## src/design/ili_pkg.sv

```systemverilog
// Package for the indexed list block: sizes, command and status codes,
// cell control word. No dependencies.
`default_nettype none

package ili_pkg;

    localparam int DEPTH     = 64;
    localparam int WORD_BITS = 32;

    // Fixed field widths of the command and result words
    localparam int CMD_W   = 3;
    localparam int INDEX_W = 6;
    localparam int VALUE_W = 32;
    localparam int COUNT_W = 7;
    localparam int STAT_W  = 2;

    localparam int POS_W  = (DEPTH > 1) ? $clog2(DEPTH) : 1;
    localparam int HELD_W = $clog2(DEPTH + 1);
    localparam int CMP_W  = (HELD_W > INDEX_W) ? HELD_W : INDEX_W;

    // Read tree: cells are OR-ed in groups, groups registered, then OR-ed
    localparam int GROUP = 8;
    localparam int NGRP  = (DEPTH + GROUP - 1) / GROUP;

    typedef enum logic [CMD_W-1:0] {
        CMD_APPEND = 3'd0,
        CMD_POP    = 3'd1,
        CMD_INSERT = 3'd2,
        CMD_ERASE  = 3'd3,
        CMD_READ   = 3'd4
    } t_cmd;

    typedef enum logic [STAT_W-1:0] {
        STAT_DONE  = 2'd0,
        STAT_RANGE = 2'd1,
        STAT_FULL  = 2'd2,
        STAT_EMPTY = 2'd3
    } t_status;

    typedef enum logic [1:0] {
        CELL_HOLD,
        CELL_WRITE,
        CELL_INSERT,
        CELL_ERASE
    } t_cell_op;

    typedef struct packed {
        t_cell_op               op;
        logic                   rd_en;
        logic [POS_W-1:0]       idx;
        logic [WORD_BITS-1:0]   value;
    } t_cell_ctl;

    typedef enum logic [1:0] {
        S_IDLE,
        S_EXEC,
        S_REDUCE,
        S_OUT
    } t_state;

endpackage

`default_nettype wire

```

## src/design/ili_cell.sv

```systemverilog
// One list slot: holds a word, takes it from either neighbor on a shift.
// Depends on ili_pkg.
`default_nettype none

module ili_cell
    import ili_pkg::*;
(
    input  wire                   i_clk,
    input  var t_cell_ctl         i_ctl,
    input  wire [POS_W-1:0]       i_pos,
    input  wire [WORD_BITS-1:0]   i_left,
    input  wire [WORD_BITS-1:0]   i_right,
    output logic [WORD_BITS-1:0]  o_word,
    output logic [WORD_BITS-1:0]  o_rd
);

    logic [WORD_BITS-1:0] r_word;
    logic [WORD_BITS-1:0] n_word;

    always_comb begin
        n_word = r_word;
        unique case (i_ctl.op)
            CELL_HOLD: begin
            end
            CELL_WRITE: begin
                if (i_pos == i_ctl.idx) n_word = i_ctl.value;
            end
            CELL_INSERT: begin
                if (i_pos > i_ctl.idx)       n_word = i_left;
                else if (i_pos == i_ctl.idx) n_word = i_ctl.value;
            end
            CELL_ERASE: begin
                if (i_pos >= i_ctl.idx) n_word = i_right;
            end
            default: begin
            end
        endcase
    end

    always_ff @(posedge i_clk) begin
        r_word <= n_word;
    end

    assign o_word = r_word;
    // gated so the read tree is a plain OR
    assign o_rd   = (i_ctl.rd_en && (i_pos == i_ctl.idx)) ? r_word : '0;

endmodule

`default_nettype wire

```

## config.mk

```make
export PLATFORM = sky130hd
export DESIGN_NAME = ili_cell
export DESIGN_NICKNAME = d
export VERILOG_FILES = /design/src/design/ili_pkg.sv /design/src/design/ili_cell.sv
export SDC_FILE = /design/constraint.sdc
export NUM_CORES = 1
export LEC_CHECK = 0
export BUFFER_PORTS_ARGS = -buffer_cell sky130_fd_sc_hd__buf_2
export CAP_MARGIN = 20
export CORE_AREA = 2 2 85 87
export DETAILED_ROUTE_END_ITERATION = 8
export DIE_AREA = 0 0 87 89
export GPL_ROUTABILITY_DRIVEN = 0
export PLACE_DENSITY = 0.81
export SYNTH_ARGS = -nofsm -noshare
export SYNTH_HDL_FRONTEND = slang
export SYNTH_SLANG_ARGS = --single-unit
```

## constraint.sdc

```tcl
create_clock -name i_clk -period 2.2 [get_ports i_clk]
set_input_delay 0.11 -clock i_clk [delete_from_list [all_inputs] [get_ports i_clk]]
set_output_delay 0.11 -clock i_clk [all_outputs]
set_load 0.01 [all_outputs]
```

==> impl_metrics.csv, run 1 <==
group,metric,value,unit
power,vdd_drop_max,0.000264,V
routing,detail_route.drc_violations,0,
worst_setup_path,critPathLaunch,"i_ctl[37]",
timing,slew-limit-headroom,0.466,
die,die_w,87,um
timing,max_freq,531,MHz
die,rows,30,
clock_network,cts_repair_resize_count,0,
finish,layout-area-overhead-vs-synth,42.5,%
yosys,yosysTopAreaCell,"sky130_fd_sc_hd__edfxtp_1",
timing,setup_viol_count_final,0,
worst_setup_path,crit_type,"in -> reg",
yosys,synthTopCellsByCount,"63 x sky130_fd_sc_hd__and3_1, 32 x sky130_fd_sc_hd__edfxtp_1, 32 x sky130_fd_sc_hd__mux2_2, 31 x sky130_fd_sc_hd__a221o_1, 13 x sky130_fd_sc_hd__clkbuf_1",
timing,final_hold_viol_count,0,
worst_setup_path,cp_slowest_cell,"sky130_fd_sc_hd__o31a_2",
yosys,yosysTopAreaCellShare,0.392,
global_routing,grt_pass1_wl,11.2,mm
worst_setup_path,slowest_delay,0.69,ns
clock_network,cts.reportedPaths.clkPinSlew,0.06,ns
yosys,yosys_most_used_dff,"sky130_fd_sc_hd__edfxtp_1",
finish,antenna_cells_inserted,0,
power,power_density,549,nW/um2
clock_network,cts-buffers-inserted,5,
yosys,number_of_distinct_library_cell_variants_in_the_gate_level_netlist_after_synthesis,29,
routing,routed_via_density,5.46,
timing,layout_min_cycle_time,1.88,ns
timing,slew_at_the_pin_closest_to_its_max_slew_limit,0.800,ns
worst_setup_path,worstPathRequired,2.10,ns
timing,final_cycle_utilization_of_the_critical_path,0.856,
timing,fin_worst_skew,0,ns
worst_setup_path,crit_chain,"buf_2 > inv_1 > ha_1 > nand4_2 > o21bai_4 > nand3_1 > o31a_2",
yosys,largest_cells_by_area_after_synthesis,"sky130_fd_sc_hd__edfxtp_1 39%, sky130_fd_sc_hd__and3_1 16%, sky130_fd_sc_hd__mux2_2 15%, sky130_fd_sc_hd__a221o_1 13%, sky130_fd_sc_hd__buf_6 3.2%",
worst_setup_path,timing.critical_path.max_delay_family,"compound AO/OA/AOI/OAI gates",
routing,first_pass_iters,6,
global_routing,number_of_global_route_vias_before_repair,2402,
clock_network,cts_sinks,32,
global_routing,grt_start_max_net_pins,37,
routing,finalWirelength,7.64,mm
timing,totalNegativeSetupSlack,0,ns
clock_network,root_buffer,"sky130_fd_sc_hd__clkbuf_8",
min_path,worst_hold_startpoint,"i_left[29]",
yosys,synth.net_count,333,
clock_network,ctsHoldBuffers,0,
yosys,synth_area,2450,um2
die,chipHeight,89,um
die,floorplan.die_area,7740,um2
finish,final_cells,465,
finish,largest_register_ff_count,32,
clock_network,clock_path_buffers,2,
timing,hold-worst-slack,0.136,ns
yosys,synthesis.yosys.warnings,0,
worst_setup_path,arrival,1.78,ns
place,detailedPlacementHpwl,5.68,mm
place,dpl.cell_count,457,
place,numPortBuffers,175,
clock_network,insertion_delay,0.27,ns
yosys,synthesis.area_per_instance,11.4,um2
worst_setup_path,crit_path_end_kind,"flop",
finish,layout.nets,502,
yosys,yosysSeqAreaShare,0.392,
yosys,synthArstFlopShare,0,
timing,finalMaxSlewViolations,0,
die,boundaryPins,176,
global_routing,grt_usage,0.186,
worst_setup_path,crit_path_start_kind,"input port",
routing,drtIter0Drc,89,
finish,drive_above_1_share,0.595,
timing,grt_setup_unrepaired,"false",
flow_run,max_cap_viol_count,0,
worst_setup_path,timing.critical_path.fanout_max,32,
yosys,synth-edff-count,32,
yosys,ys_ff_latch,32,
yosys,most_common_cell_in_the_synthesized_netlist,"sky130_fd_sc_hd__and3_1",
worst_setup_path,cp_num_buf_inv,2,
global_routing,global_route.overflow_total,0,
global_routing,antenna_found_initial,0,
power,p_leak,1.91,nW
finish,layout_utilization,0.520,
clock_network,post_cts_buffers,0,
outcome,outcome,"finished clean",
worst_setup_path,timing.rr.start,"o_word[12]$_DFFE_PP_",
clock_network,cts.htree.levels,2,
clock_network,cts_tree,"yes",
yosys,postSynthCellCount,215,
die,fp.coreArea,6720,um2
die,floorplan.initialDensity,0.365,
routing,routed_wire_length_per_instance,16.4,um
routing,antenna_left,0,
min_path,hold_path.class,"in -> reg",
routing,vias,2541,
cell usage in the layout (no fill, tap or decap), types with 2 or more instances in the layout:
cell	synthesis	routed
sky130_fd_sc_hd__a221o_1	31	31
sky130_fd_sc_hd__and3_1	63	63
sky130_fd_sc_hd__buf_12	0	3
sky130_fd_sc_hd__buf_2	1	175
sky130_fd_sc_hd__buf_4	2	7
sky130_fd_sc_hd__clkbuf_1	13	2
sky130_fd_sc_hd__clkbuf_8	0	5
sky130_fd_sc_hd__edfxtp_1	32	32
sky130_fd_sc_hd__ha_1	6	6
sky130_fd_sc_hd__inv_1	7	7
sky130_fd_sc_hd__mux2_2	32	32
sky130_fd_sc_hd__nand3_1	2	2
where the power goes:
group	switching (W)	total (W)	internal, W
sequential	0.0000672	0.000878	0.000811
combinational	0.000288	0.000621	0.000333
clock	0.000200	0.000420	0.000220
total	0.000555	0.00192	0.00136
final timing paths:
path / endpoint / cells after the start / slack [ns]
hold / removal: o_word[29]$_DFFE_PP_ / 2 / 0.14
setup / recovery: o_word[8]$_DFFE_PP_ / 7 / 0.32
hold reg to reg: o_word[14]$_DFFE_PP_ / 2 / 0.73
setup reg to reg: o_word[12]$_DFFE_PP_ / 2 / 0.95
routing by layer:
layer / part of all wire / vias to the layer above / global-route usage
met1: 0.43 / 1200 / 0.225
met5: 0 / - / 0
met4: 0.017 / 0 / 0.0653
met2: 0.50 / 117 / 0.335
met3: 0.055 / 11 / 0.0305
li1: - / 1213 / -
per-stage QoR:
stage	instance area, um2	total power, W	worst slack, ns
floorplan	2450	0.00124	0.0669
CTS	3490	0.00194	0.291
global placement	3410	0.00149	0.0888
detailed placement	3410	0.00151	0.0101
finish	3490	0.00192	0.317
global route	3490	0.00203	0.216
final cells by class:
cell class / count / area [um2]
Inverter: 7 / 26.3
Clock inverter: 1 / 3.75
Multi-Input combinational cell: 153 / 1340
Sequential cell: 32 / 961
Fill cell: 614 / 3230
Tap cell: 80 / 100
Timing Repair Buffer: 185 / 988
Clock buffer: 7 / 76.3
kinds of logic (layout without fill, tap and decap cells):
logic type | after synthesis | after routing | share of synthesized area
flip-flops | 32 | 32 | 0.392
adder cells (fa/ha/maj) | 6 | 6 | 0.0306
AO/OA/AOI/OAI | 43 | 43 | 0.177
AND/OR/NAND/NOR | 72 | 72 | 0.183
multiplexers | 32 | 32 | 0.147
buffers and inverters | 30 | 200 | 0.0710
Note: power is estimated with default switching activity, not from simulation.
==> run 2, diff against run 1 <==
Settings changed: ABC_AREA set to 1, CORE_AREA 2 2 85 87 to 2 2 91 93, DIE_AREA 0 0 87 89 to 0 0 93 95, PLACE_DENSITY 0.81 to 0.83.
==> impl_metrics.csv, run 2 <==
group,metric,value,unit
finish,antenna_cells_inserted,0,
place,numPortBuffers,175,
timing,finalMaxSlewViolations,0,
timing,totalNegativeSetupSlack,0,ns
routing,first_pass_iters,4,
yosys,synth-edff-count,32,
yosys,yosysSeqAreaShare,0.305,
clock_network,post_cts_buffers,0,
worst_setup_path,slowest_delay,0.32,ns
global_routing,antenna_found_initial,0,
yosys,synthesis.yosys.warnings,0,
yosys,number_of_distinct_library_cell_variants_in_the_gate_level_netlist_after_synthesis,19,
worst_setup_path,reg2reg_depth,6,
worst_setup_path,timing.rr.start,"o_word[22]$_DFFE_PP_",
timing,max_freq,561,MHz
finish,drive_above_1_share,0.298,
min_path,worst_hold_startpoint,"i_right[16]",
timing,layout_min_cycle_time,1.78,ns
yosys,yosysTopAreaCell,"sky130_fd_sc_hd__edfxtp_1",
outcome,outcome,"finished clean",
worst_setup_path,crit_path_start_kind,"input port",
global_routing,global_route.overflow_total,0,
yosys,postSynthCellCount,518,
yosys,most_common_cell_in_the_synthesized_netlist,"sky130_fd_sc_hd__nand2_1",
yosys,synthArstFlopShare,0,
die,fp.coreArea,7930,um2
clock_network,ctsHoldBuffers,0,
finish,n_fill_cell,788,
min_path,hold_path.class,"in -> reg",
routing,met1Wirelength,4.10,mm
routing,routed_via_density,4.88,
finish,layout.nets,805,
clock_network,cts-buffers-inserted,5,
power,fin_total_pwr,0.00214,W
timing,grt_setup_unrepaired,"false",
worst_setup_path,crit_type,"in -> out",
worst_setup_path,timing.critical_path.fanout_max,13,
timing,final_hold_viol_count,0,
power,vdd_drop_max,0.000291,V
yosys,synth.net_count,636,
finish,layout-area-overhead-vs-synth,34.2,%
routing,routed_wire_length_per_instance,12.4,um
clock_network,cts_sinks,32,
clock_network,cts_repair_resize_count,0,
finish,mostFrequentLayoutCell,"sky130_fd_sc_hd__buf_2",
worst_setup_path,r2r-end,"o_word[22]$_DFFE_PP_",
die,rows,33,
routing,antenna_left,0,
yosys,synthesis.area_per_instance,6.08,um2
routing,detailroute.wirelength.met2,4.96,mm
die,floorplan.die_area,8840,um2
clock_network,cts_tree,"yes",
worst_setup_path,crit_path_end_kind,"primary output",
worst_setup_path,r2r_setup_slack,1.12,ns
global_routing,grt_start_max_net_pins,35,
clock_network,cts.reportedPaths.clkPinSlew,0.07,ns
timing,fin_worst_skew,0,ns
timing,final_cycle_utilization_of_the_critical_path,0.810,
yosys,synth_area,3150,um2
global_routing,number_of_global_route_vias_before_repair,3517,
yosys,yosysTopAreaCellShare,0.305,
routing,drtIter0Drc,184,
flow_run,max_cap_viol_count,0,
place,detailedPlacementHpwl,7.42,mm
worst_setup_path,arrival,1.67,ns
clock_network,root_buffer,"sky130_fd_sc_hd__clkbuf_8",
worst_setup_path,path_common_cell,"sky130_fd_sc_hd__buf_2",
clock_network,clock_path_buffers,2,
global_routing,grt_usage,0.218,
worst_setup_path,crit_chain,"buf_2 > inv_1 > ha_1 > nand2_2 > nor2_4 > nand3_1 > buf_4 > nor2_1 > buf_2",
yosys,yosys_most_used_dff,"sky130_fd_sc_hd__edfxtp_1",
power,power_density,506,nW/um2
die,die_w,93,um
clock_network,cts.htree.levels,2,
min_path,worst_hold_path.num_cells,5,
worst_setup_path,worstPathRequired,2.09,ns
yosys,synthTopCellsByCount,"170 x sky130_fd_sc_hd__nand2_1, 108 x sky130_fd_sc_hd__inv_1, 65 x sky130_fd_sc_hd__nand3_1, 34 x sky130_fd_sc_hd__nor2_1",
timing,slew_at_the_pin_closest_to_its_max_slew_limit,0.487,ns
yosys,largest_cells_by_area_after_synthesis,"sky130_fd_sc_hd__edfxtp_1 31%, sky130_fd_sc_hd__nand2_1 20%, sky130_fd_sc_hd__inv_1 13%, sky130_fd_sc_hd__nand3_1 10%, sky130_fd_sc_hd__nand3b_1 7.6%",
die,chipHeight,95,um
timing,setup_viol_count_final,0,
routing,finalWirelength,9.85,mm
power,p_leak,2.56,nW
yosys,ys_ff_latch,32,
min_path,hold_path_end,"o_word[16]$_DFFE_PP_",
routing,vias,3868,
die,boundaryPins,176,
die,floorplan.initialDensity,0.397,
finish,final_cell_mix,"175 x sky130_fd_sc_hd__buf_2, 169 x sky130_fd_sc_hd__nand2_1, 108 x sky130_fd_sc_hd__inv_1, 65 x sky130_fd_sc_hd__nand3_1, 33 x sky130_fd_sc_hd__nor2_1",
timing,slew-limit-headroom,0.675,
finish,largest_register_ff_count,32,
routing,met3_length,712,um
routing,detail_route.drc_violations,0,
clock_network,insertion_delay,0.28,ns
global_routing,grt_pass1_wl,15.7,mm
routing,highest_layer,"met4",
worst_setup_path,cp_slowest_cell,"sky130_fd_sc_hd__nand3_1",
[run 2: cell count changes in the layout (fill, tap and decap cells not counted), moves of 11 or more]
cell and change:
sky130_fd_sc_hd__inv_1 +101, sky130_fd_sc_hd__o21ai_1 +19, sky130_fd_sc_hd__and3_1 -63, sky130_fd_sc_hd__nand2_1 +168, sky130_fd_sc_hd__buf_4 +11, sky130_fd_sc_hd__nand3_1 +63
sky130_fd_sc_hd__nor2_1 +32, sky130_fd_sc_hd__nand3b_1 +31, sky130_fd_sc_hd__a221o_1 -31, sky130_fd_sc_hd__o21ai_0 +12, sky130_fd_sc_hd__mux2_2 -32
[run 2: worst max-delay path: cells and delay by family]
kind | cells | cell delay [ns]
fa+ha+maj | 1 | 0.29
buf+inv | 4 | 0.57
simple gates | 4 | 0.70
[run 2: cell families after synthesis]
family,count (synthesis),synth area share
buf+inv,140,0.182
fa+ha+maj,6,0.0238
flops,32,0.305
compound gates,35,0.0556
simple gates,305,0.434
[run 2: layout make-up]
| type | instances | area, um2 | area share |
|---|---|---|---|
| clock buffer | 7 | 76.3 | 0.0181 |
| sequential | 32 | 961 | 0.227 |
| clock inverter | 1 | 3.75 | 0.000889 |
| multi-input combinational | 346 | 1630 | 0.386 |
| timing repair buffer | 193 | 1010 | 0.239 |
| inverter | 109 | 409 | 0.0969 |
| tap | 105 | 131 | 0.0311 |
[run 2: worst max path at each step]
stage / cells after the start / start / endpoint
2_1_floorplan: 9 / i_ctl[37] / o_word[0]$_DFFE_PP_
3_3_place_gp: 10 / i_ctl[37] / o_word[4]$_DFFE_PP_
3_5_place_dp: 12 / i_ctl[33] / o_word[2]$_DFFE_PP_
4_1_cts: 9 / i_ctl[37] / o_rd[0]
5_1_grt: 9 / i_ctl[35] / o_rd[0]
6_report: 9 / i_ctl[37] / o_rd[0]
[run 2: power by group]
| group | leakage (nW) | switching, W | internal (W) |
|---|---|---|---|
| registers | 0.327 | 0.0000470 | 0.000798 |
| clock network | 0.0399 | 0.000222 | 0.000221 |
| logic | 2.19 | 0.000519 | 0.000333 |
| total | 2.56 | 0.000788 | 0.00135 |
[run 2: through the flow]
stage,hold WS [ns],cells,utilization,setup WS (ns),instance area [um2]
4_1_cts,0.188,793,0.533,0.367,4220
2_1_floorplan,0.382,518,-,0.0780,3160
6_report,0.201,793,0.533,0.419,4220
3_5_place_dp,0.491,785,0.523,0.362,4140
3_3_place_gp,0.473,785,0.523,0.402,4140
5_1_grt,0.214,793,0.533,0.239,4220
[run 2: layer usage]
layer	up-vias	global-route usage
met1	1762	0.272
li1	1926	-
met4	0	0.0502
met2	170	0.394
met5	-	0
met3	10	0.0367
